$ cat src/apr_pkg.sv
// Types and constants shared by the instruction relocator modules.
package apr_pkg;

    localparam int WORD_W    = 32;
    localparam int MAX_WORDS = 6;
    localparam int IDX_W     = 3;

    localparam logic [WORD_W-1:0] WINDOW_BYTES = 32'd8;

    localparam logic [WORD_W-1:0] OP_LDR_PC_LIT  = 32'hE51FF004;
    localparam logic [WORD_W-1:0] OP_ADD_LR_PC4  = 32'hE28FE004;
    localparam logic [WORD_W-1:0] OP_PUSH_R      = 32'hE52D0004;
    localparam logic [WORD_W-1:0] OP_LDR_R_PC8   = 32'hE59F0008;
    localparam logic [WORD_W-1:0] OP_POP_R       = 32'hE49D0004;
    localparam logic [WORD_W-1:0] OP_ADD_PC_PC0  = 32'hE28FF000;
    localparam logic [WORD_W-1:0] OP_LDR_RD_PC   = 32'hE51F0000;
    localparam logic [WORD_W-1:0] MASK_RN_CLEAR  = 32'hFFF0FFFF;

    localparam logic [WORD_W-1:0] REDIRECT_BL_OFS = 32'd12;
    localparam logic [WORD_W-1:0] REDIRECT_B_OFS  = 32'd8;

    typedef enum logic [1:0] {
        CFG_HOOK_ADDRESS      = 2'd0,
        CFG_NEW_ENTRY_ADDRESS = 2'd1,
        CFG_FIRST_FIX_LENGTH  = 2'd2
    } cfg_idx_t;

    typedef enum logic [3:0] {
        CLS_BLX,
        CLS_BL,
        CLS_BCOND,
        CLS_B,
        CLS_BX_PC,
        CLS_ADD_PC,
        CLS_ADR_ADD,
        CLS_ADR_SUB,
        CLS_LDR_LIT,
        CLS_MOV_PC,
        CLS_OTHER
    } cls_t;

    typedef struct packed {
        logic [MAX_WORDS-1:0][WORD_W-1:0] words;
        logic [IDX_W-1:0]                 last_idx;
    } desc_t;

    typedef struct packed {
        logic full;
        logic empty;
    } q_status_t;

endpackage

$ cat src/arm32_pc_relative_relocator_top.sv
// Top level of the ARM32 PC-relative instruction relocator.
//
//  channel   signals                                      beat taken when
//  input     start, busy, instruction, pc_value,          start high, busy low
//            literal_word
//  config    cfg_write, cfg_index, cfg_data               cfg_write high
//  result    result_valid, out_word, is_last              result_valid high
//
// Each instruction yields 1 to 6 result beats, one per cycle, sent back to back until its
// last word. With nothing ahead of it, an instruction passes through the front-end input
// registers, a queue entry and the back-end output word register to reach the result port.
// The front end classifies and builds the whole sequence combinationally from its input registers
// and the back end serialises it, so intake rate is set by the single output word per cycle.
// Reset clears the queue, the control flags and the configuration registers to zero.
// The receiver cannot stall; busy rises only while the queue is full and a built item waits.
module arm32_pc_relative_relocator_top
    import apr_pkg::*;
#(
    parameter int QUEUE_DEPTH = 2
)
(
    input  logic              clk,
    input  logic              rst_n,
    input  logic              start,
    output logic              busy,
    input  logic [WORD_W-1:0] instruction,
    input  logic [WORD_W-1:0] pc_value,
    input  logic [WORD_W-1:0] literal_word,
    input  logic              cfg_write,
    input  logic [1:0]        cfg_index,
    input  logic [WORD_W-1:0] cfg_data,
    output logic              result_valid,
    output logic [WORD_W-1:0] out_word,
    output logic              is_last
);

    q_status_t q_status;
    logic      push;
    desc_t     push_data;
    logic      pop;
    desc_t     head;

    apr_front u_front (
        .clk          (clk),
        .rst_n        (rst_n),
        .start        (start),
        .busy         (busy),
        .instruction  (instruction),
        .pc_value     (pc_value),
        .literal_word (literal_word),
        .cfg_write    (cfg_write),
        .cfg_index    (cfg_index),
        .cfg_data     (cfg_data),
        .q_status     (q_status),
        .push         (push),
        .push_data    (push_data)
    );

    apr_queue #(
        .DEPTH (QUEUE_DEPTH)
    ) u_queue (
        .clk       (clk),
        .rst_n     (rst_n),
        .push      (push),
        .push_data (push_data),
        .pop       (pop),
        .head      (head),
        .status    (q_status)
    );

    apr_back u_back (
        .clk          (clk),
        .rst_n        (rst_n),
        .head         (head),
        .q_status     (q_status),
        .pop          (pop),
        .result_valid (result_valid),
        .out_word     (out_word),
        .is_last      (is_last)
    );

endmodule

$ cat src/apr_front.sv
// Front end: takes instructions, classifies them and builds the replacement sequence.
module apr_front
    import apr_pkg::*;
(
    input  logic              clk,
    input  logic              rst_n,
    input  logic              start,
    output logic              busy,
    input  logic [WORD_W-1:0] instruction,
    input  logic [WORD_W-1:0] pc_value,
    input  logic [WORD_W-1:0] literal_word,
    input  logic              cfg_write,
    input  logic [1:0]        cfg_index,
    input  logic [WORD_W-1:0] cfg_data,
    input  q_status_t         q_status,
    output logic              push,
    output desc_t             push_data
);

    logic              valid_reg;
    logic              valid_next;
    logic [WORD_W-1:0] ins_reg;
    logic [WORD_W-1:0] pc_reg;
    logic [WORD_W-1:0] lit_reg;
    logic [WORD_W-1:0] hook_reg;
    logic [WORD_W-1:0] entry_reg;
    logic [4:0]        fix_reg;
    logic              accept;

    cls_t              cls;
    logic [WORD_W-1:0] br_off;
    logic [WORD_W-1:0] addend;
    logic              carry_in;
    logic [WORD_W-1:0] target;
    logic [WORD_W-1:0] diff;
    logic              in_win;
    logic [WORD_W-1:0] entry_bl;
    logic [WORD_W-1:0] entry_b;
    logic [WORD_W-1:0] entry_fix;
    logic [WORD_W-1:0] bcond_target;
    logic [3:0]        rd;
    logic [3:0]        rm;
    logic [3:0]        rr;
    logic [WORD_W-1:0] imm_ext;

    assign accept     = start && !busy;
    assign busy       = valid_reg && q_status.full;
    assign push       = valid_reg && !q_status.full;
    assign valid_next = accept ? 1'b1 : (push ? 1'b0 : valid_reg);

    always_ff @(posedge clk or negedge rst_n)
    begin
        if (!rst_n)
        begin
            valid_reg <= 1'b0;
            hook_reg  <= '0;
            entry_reg <= '0;
            fix_reg   <= '0;
        end
        else
        begin
            valid_reg <= valid_next;
            if (cfg_write)
            begin
                case (cfg_idx_t'(cfg_index))
                    CFG_HOOK_ADDRESS:      hook_reg  <= cfg_data;
                    CFG_NEW_ENTRY_ADDRESS: entry_reg <= cfg_data;
                    CFG_FIRST_FIX_LENGTH:  fix_reg   <= cfg_data[4:0];
                    default:               ;
                endcase
            end
        end
    end

    always_ff @(posedge clk)
    begin
        if (accept)
        begin
            ins_reg <= instruction;
            pc_reg  <= pc_value;
            lit_reg <= literal_word;
        end
    end

    always_comb
    begin
        if (ins_reg[31:25] == 7'b1111101)
            cls = CLS_BLX;
        else if (ins_reg[27:24] == 4'hB)
            cls = CLS_BL;
        else if (ins_reg[27:25] == 3'b101 && ins_reg[31:28] <= 4'hD)
            cls = CLS_BCOND;
        else if (ins_reg[31:25] == 7'b1110101)
            cls = CLS_B;
        else if ((ins_reg & 32'h0FF000FF) == 32'h0120001F)
            cls = CLS_BX_PC;
        else if ((ins_reg & 32'h0FEF0010) == 32'h008F0000)
            cls = CLS_ADD_PC;
        else if ((ins_reg & 32'h0FFF0000) == 32'h028F0000)
            cls = CLS_ADR_ADD;
        else if ((ins_reg & 32'h0FFF0000) == 32'h024F0000)
            cls = CLS_ADR_SUB;
        else if ((ins_reg & 32'h0E5F0000) == 32'h041F0000)
            cls = CLS_LDR_LIT;
        else if ((ins_reg & 32'h0FE00FFF) == 32'h01A0000F)
            cls = CLS_MOV_PC;
        else
            cls = CLS_OTHER;
    end

    // One adder serves both branch targets and the ADR forms.
    assign br_off  = {{6{ins_reg[23]}}, ins_reg[23:0], 2'b00};
    assign imm_ext = {20'd0, ins_reg[11:0]};

    always_comb
    begin
        addend   = '0;
        carry_in = 1'b0;
        case (cls)
            CLS_BLX:
            begin
                addend   = br_off | {30'd0, ins_reg[24], 1'b0};
                carry_in = 1'b1;
            end
            CLS_BL, CLS_BCOND, CLS_B: addend = br_off;
            CLS_ADR_ADD:              addend = imm_ext;
            CLS_ADR_SUB:
            begin
                addend   = ~imm_ext;
                carry_in = 1'b1;
            end
            default: addend = '0;
        endcase
    end

    assign target    = pc_reg + addend + {{(WORD_W-1){1'b0}}, carry_in};
    assign diff      = target - hook_reg;
    assign in_win    = diff < WINDOW_BYTES;
    assign entry_bl  = entry_reg + REDIRECT_BL_OFS;
    assign entry_b   = entry_reg + REDIRECT_B_OFS;
    assign entry_fix = entry_reg + {27'd0, fix_reg};

    always_comb
    begin
        bcond_target = target;
        if (in_win && diff[WORD_W-1:2] == '0)
            bcond_target = entry_reg;
        else if (in_win && diff[WORD_W-1:2] == 30'd1)
            bcond_target = entry_fix;
    end

    // Scratch register for the ADD form: highest of R12 downwards not used by Rd or Rm.
    assign rd = ins_reg[15:12];
    assign rm = ins_reg[3:0];

    always_comb
    begin
        if (rd != 4'd12 && rm != 4'd12)
            rr = 4'd12;
        else if (rd != 4'd11 && rm != 4'd11)
            rr = 4'd11;
        else
            rr = 4'd10;
    end

    always_comb
    begin
        push_data          = '0;
        push_data.last_idx = 3'd2;
        case (cls)
            CLS_BLX:
            begin
                push_data.words[0] = OP_ADD_LR_PC4;
                push_data.words[1] = OP_LDR_PC_LIT;
                push_data.words[2] = target;
            end
            CLS_BL:
            begin
                push_data.words[0] = OP_ADD_LR_PC4;
                push_data.words[1] = OP_LDR_PC_LIT;
                push_data.words[2] = in_win ? entry_bl : target;
            end
            CLS_BCOND:
            begin
                push_data.words[0] = {ins_reg[31:29], ~ins_reg[28], ins_reg[27:25], 24'd0, 1'b1};
                push_data.words[1] = OP_LDR_PC_LIT;
                push_data.words[2] = bcond_target;
            end
            CLS_B, CLS_BX_PC:
            begin
                push_data.last_idx = 3'd1;
                push_data.words[0] = OP_LDR_PC_LIT;
                push_data.words[1] = in_win ? entry_b : (cls == CLS_B ? target : pc_reg);
            end
            CLS_ADD_PC:
            begin
                push_data.last_idx = 3'd5;
                push_data.words[0] = OP_PUSH_R | {16'd0, rr, 12'd0};
                push_data.words[1] = OP_LDR_R_PC8 | {16'd0, rr, 12'd0};
                push_data.words[2] = (ins_reg & MASK_RN_CLEAR) | {12'd0, rr, 16'd0};
                push_data.words[3] = OP_POP_R | {16'd0, rr, 12'd0};
                push_data.words[4] = OP_ADD_PC_PC0;
                push_data.words[5] = pc_reg;
            end
            CLS_ADR_ADD, CLS_ADR_SUB, CLS_LDR_LIT, CLS_MOV_PC:
            begin
                push_data.words[0] = OP_LDR_RD_PC | {16'd0, ins_reg[15:12], 12'd0};
                push_data.words[1] = OP_ADD_PC_PC0;
                push_data.words[2] = (cls == CLS_LDR_LIT) ? lit_reg :
                                     (cls == CLS_MOV_PC) ? pc_reg : target;
            end
            default:
            begin
                push_data.last_idx = 3'd0;
                push_data.words[0] = ins_reg;
            end
        endcase
    end

endmodule

$ cat src/apr_queue.sv
// Short queue of built sequences between the front and back ends.
module apr_queue
    import apr_pkg::*;
#(
    parameter int DEPTH = 2
)
(
    input  logic      clk,
    input  logic      rst_n,
    input  logic      push,
    input  desc_t     push_data,
    input  logic      pop,
    output desc_t     head,
    output q_status_t status
);

    localparam int PTR_W = (DEPTH > 1) ? $clog2(DEPTH) : 1;
    localparam int CNT_W = $clog2(DEPTH + 1);

    desc_t             mem_reg [DEPTH];
    logic [PTR_W-1:0]  wr_ptr_reg;
    logic [PTR_W-1:0]  wr_ptr_next;
    logic [PTR_W-1:0]  rd_ptr_reg;
    logic [PTR_W-1:0]  rd_ptr_next;
    logic [CNT_W-1:0]  cnt_reg;
    logic [CNT_W-1:0]  cnt_next;

    assign status.full  = cnt_reg == CNT_W'(DEPTH);
    assign status.empty = cnt_reg == '0;
    assign head         = mem_reg[rd_ptr_reg];

    assign wr_ptr_next = (wr_ptr_reg == PTR_W'(DEPTH - 1)) ? '0 : wr_ptr_reg + 1'b1;
    assign rd_ptr_next = (rd_ptr_reg == PTR_W'(DEPTH - 1)) ? '0 : rd_ptr_reg + 1'b1;

    always_comb
    begin
        cnt_next = cnt_reg;
        if (push && !pop)
            cnt_next = cnt_reg + 1'b1;
        else if (pop && !push)
            cnt_next = cnt_reg - 1'b1;
    end

    always_ff @(posedge clk or negedge rst_n)
    begin
        if (!rst_n)
        begin
            wr_ptr_reg <= '0;
            rd_ptr_reg <= '0;
            cnt_reg    <= '0;
        end
        else
        begin
            cnt_reg <= cnt_next;
            if (push)
                wr_ptr_reg <= wr_ptr_next;
            if (pop)
                rd_ptr_reg <= rd_ptr_next;
        end
    end

    always_ff @(posedge clk)
    begin
        if (push)
            mem_reg[wr_ptr_reg] <= push_data;
    end

endmodule

$ cat src/apr_back.sv
// Back end: sends the queued sequence one word per cycle.
module apr_back
    import apr_pkg::*;
(
    input  logic              clk,
    input  logic              rst_n,
    input  desc_t             head,
    input  q_status_t         q_status,
    output logic              pop,
    output logic              result_valid,
    output logic [WORD_W-1:0] out_word,
    output logic              is_last
);

    logic [IDX_W-1:0]  idx_reg;
    logic [IDX_W-1:0]  idx_next;
    logic              valid_reg;
    logic              last_reg;
    logic [WORD_W-1:0] word_reg;
    logic              at_last;

    assign at_last  = idx_reg == head.last_idx;
    assign pop      = !q_status.empty && at_last;
    assign idx_next = q_status.empty ? idx_reg : (at_last ? '0 : idx_reg + 1'b1);

    always_ff @(posedge clk or negedge rst_n)
    begin
        if (!rst_n)
        begin
            idx_reg   <= '0;
            valid_reg <= 1'b0;
            last_reg  <= 1'b0;
        end
        else
        begin
            idx_reg   <= idx_next;
            valid_reg <= !q_status.empty;
            last_reg  <= pop;
        end
    end

    always_ff @(posedge clk)
    begin
        word_reg <= head.words[idx_reg];
    end

    assign result_valid = valid_reg;
    assign out_word     = word_reg;
    assign is_last      = last_reg;

endmodule

$ cat config.mk
export PLATFORM = sky130hd
export DESIGN_NAME = arm32_pc_relative_relocator_top
export DESIGN_NICKNAME = d
export VERILOG_FILES = /design/src/apr_pkg.sv /design/src/arm32_pc_relative_relocator_top.sv /design/src/apr_front.sv /design/src/apr_queue.sv /design/src/apr_back.sv
export SDC_FILE = /design/constraint.sdc
export NUM_CORES = 1
export LEC_CHECK = 0
export BUFFER_PORTS_ARGS = -buffer_cell sky130_fd_sc_hd__buf_2
export CORE_UTILIZATION = 55
export CTS_CLUSTER_DIAMETER = 100
export DETAILED_ROUTE_END_ITERATION = 7
export PLACE_DENSITY = 0.76
export SETUP_SLACK_MARGIN = 0.1
export SYNTH_ARGS = -nofsm -noshare
export SYNTH_HDL_FRONTEND = slang
export SYNTH_SLANG_ARGS = --single-unit
$ cat constraint.sdc
create_clock -name clk -period 18.15 [get_ports clk]
set_input_delay 1.815 -clock clk [delete_from_list [all_inputs] [get_ports clk]]
set_output_delay 1.815 -clock clk [all_outputs]
set_load 0.1 [all_outputs]
==> flow_summary.json <==
{
  "status": "completed",
  "synth_cell_types": 79,
  "synthArstFlopShare": 0.166,
  "largest_reg_flops": 270,
  "power_density_mw_per_mm2": 161,
  "die_h_um": 216,
  "max-vdd-ir-drop_mv": 0.187,
  "synth_cells": 2289,
  "viasPerCell": 6.51,
  "cts.reportedPaths.clkPinSlew_ns": 0.06,
  "drt_wl_total_um": 82000,
  "slowest_stage": "o311ai_0",
  "htreeDepth": 2,
  "start_kind": "flip-flop",
  "post-route-period-util": 0.551,
  "ant_nets": 0,
  "drc": 0,
  "rows": 78,
  "ys_ff_latch": 477,
  "synth_warnings": 0,
  "max_cap_viol_count": 0,
  "fin_setup_tns_ns": 0,
  "grt_pass1_wl_um": 120000,
  "drive_above_1_share": 0.159,
  "ctsHoldBuffers": 0,
  "cp_data_required_time_ns": 18.53,
  "layout.nets": 2605,
  "wire_per_inst_um": 27.0,
  "grt.total_usage": 0.345,
  "core_area_mm2": 0.0454,
  "cp_max_fo": 50,
  "hold_violations": 0,
  "cts_repair_resize_count": 0,
  "vias": 19800,
  "synthTopCellsByArea": "edfxtp_1 (44%), dfrtp_1 (7.8%), mux2i_1 (3.6%), ha_1 (3.5%), a21oi_1 (3.4%)",
  "worstHoldStart": "u_front.fix_reg[3]$_DFFE_PN0P_",
  "end_kind": "flip-flop",
  "first_pass_iters": 6,
  "cp-startpoint": "u_front.ins_reg[24]$_DFFE_PP_",
  "antenna_found_initial": 4,
  "cts.sinks": 477,
  "slew_viol_final": 0,
  "cts_buffer_depth": 3,
  "clock-root-buffer": "clkbuf_16",
  "netlist_area_mm2": 0.0253,
  "arrival_ns": 10.38,
  "rsz0062_at_grt": "false",
  "synth_most_common_cell": "edfxtp_1",
  "post_cts_buffers": 0,
  "portBuffers": 168,
  "dp.final_hpwl_um": 59900,
  "cts-buffers-inserted": 50,
  "finalSetupViolations": 0,
  "synth_area_leader_cell": "edfxtp_1",
  "path_class": "flip-flop to flip-flop",
  "areaGrowthSynthToFinish_pct": 12.1,
  "synth_edf_count": 366,
  "drt_iter0_markers": 2786,
  "ys.flop_type": "edfxtp_1",
  "fmax_mhz": 100,
  "synth.avg_cell_area_um2": 11.0,
  "clock_latency_ns": 0.62,
  "syn_nets": 2496,
  "io_pins": 169,
  "hp-class": "flip-flop to flip-flop",
  "synth_top_area_share": 0.435,
  "place_congestion": 1.00,
  "min_period_ns": 10.00,
  "fin_worst_skew_ns": 0.0430,
  "ys_top_cells_by_count": "edfxtp_1 (366), nand2_1 (221), a21oi_1 (170)",
  "maxSlewHeadroom": 0.205,
  "die_w_um": 216,
  "grt_pass1_vias": 18900,
  "initial_core_util": 0.557,
  "synth_seq_area_share": 0.539,
  "cts_tree": "built",
  "r2r_start": "u_front.ins_reg[24]$_DFFE_PP_",
  "whs_ns": 0.515,
  "grt_start_max_net_pins": 78,
  "worstMarginPinSlew_ns": 1.19,
  "die-area_mm2": 0.0468,
  "worst_path_largest_cell_delay_ns": 0.69,
  "p_leak_nw": 11.1,
  "grt.overflow.total": 0
}
[cells by family after synthesis]
| logic type | Yosys count | share of synthesized area |
|---|---|---|
| buffers and inverters | 235 | 0.0365 |
| flip-flops | 477 | 0.539 |
| AND/OR/NAND/NOR | 611 | 0.114 |
| adder cells (fa/ha/maj) | 73 | 0.0371 |
| XOR/XNOR | 84 | 0.0291 |
| multiplexers | 181 | 0.0846 |
| AO/OA/AOI/OAI | 628 | 0.160 |
[worst max-delay path, delay by kind of cell, from the launching register on]
kind                     cells  cell delay, ns
adder cells (fa/ha/maj)      2            0.67
AO/OA/AOI/OAI               11            3.62
flip-flops                   1            0.51
XOR/XNOR                     1            0.31
AND/OR/NAND/NOR             12            3.27
buffers and inverters        2            1.08
multiplexers                 1            0.25
[cell usage in the layout (no fill, tap or decap), types with 13 or more instances in the layout]
master and n:
nor3_1 26, a31oi_1 16, o21a_1 15, o21ai_0 130
a211oi_1 33, a221o_1 19, nand3_1 45, o22ai_1 43
or3_1 13, o211ai_1 22, inv_1 96, dfxtp_1 32
a22oi_1 21, mux4_2 19, a21o_1 30, ha_1 70
xor2_1 33, nand2b_1 22, xnor2_1 51, and3_1 25
nand4_1 23, a21oi_1 170, nor2_1 144, dfrtp_1 76
buf_4 29, o221ai_1 14, mux2_2 70, nand2_1 221
buf_2 167, mux2i_1 92, edfxtp_1 366, and2_1 39
o21ai_1 30, clkbuf_16 50
[routing by layer]
metal / GRT usage / vias to the layer above / part of all wire
met1: 0.472 / 9617 / 0.39
met2: 0.551 / 1215 / 0.46
met4: 0.133 / 0 / 0.038
met3: 0.0604 / 170 / 0.11
met5: 0 / - / 0
li1: - / 8800 / -
[power breakdown]
group	total, W	switching (W)	leakage, nW	internal (W)
clock network	0.00108	0.000447	0.833	0.000634
logic	0.00176	0.00122	5.59	0.000543
registers	0.00172	0.000183	4.72	0.00154
total	0.00456	0.00185	11.1	0.00272
[metrics by stage]
stage / utilization / instances / cell area [um2] / setup slack (ns) / total power [W]
after floorplan: - / 2289 / 25300 / 10.45 / 0.00298
after global placement: 0.586 / 2946 / 26600 / 8.72 / 0.00344
after detailed placement: 0.586 / 2946 / 26600 / 8.57 / 0.00347
after CTS: 0.624 / 3039 / 28300 / 8.54 / 0.00454
after global routing: 0.624 / 3039 / 28300 / 7.79 / 0.00473
final: 0.624 / 3040 / 28300 / 8.15 / 0.00456
[area by class of cell]
type                    count  area (um2)
diodes                      1        2.50
clock buffers              66        1360
clock inverters            27         377
fillers                  3572       17100
inverters                  96         360
multi-input cells        1577       10800
flip-flops and latches    477       13600
well taps                 600         751
repair buffers            196        1050
[final timing paths]
check                                              endpoint  slack, ns  cells after the start
max in group asynchronous  u_front.hook_reg[15]$_DFFE_PN0P_      15.91                      2
max                        u_queue.mem_reg[1][80]$_DFFE_PP_       8.15                     29
min                          u_front.fix_reg[3]$_DFFE_PN0P_       0.52                      1
max reg2reg                u_queue.mem_reg[1][80]$_DFFE_PP_       8.15                     29
min in group asynchronous    u_queue.wr_ptr_reg$_DFFE_PN0P_       1.03                      1
min reg2reg                  u_front.fix_reg[3]$_DFFE_PN0P_       0.52                      1
Power figures use the tool's default switching activity.
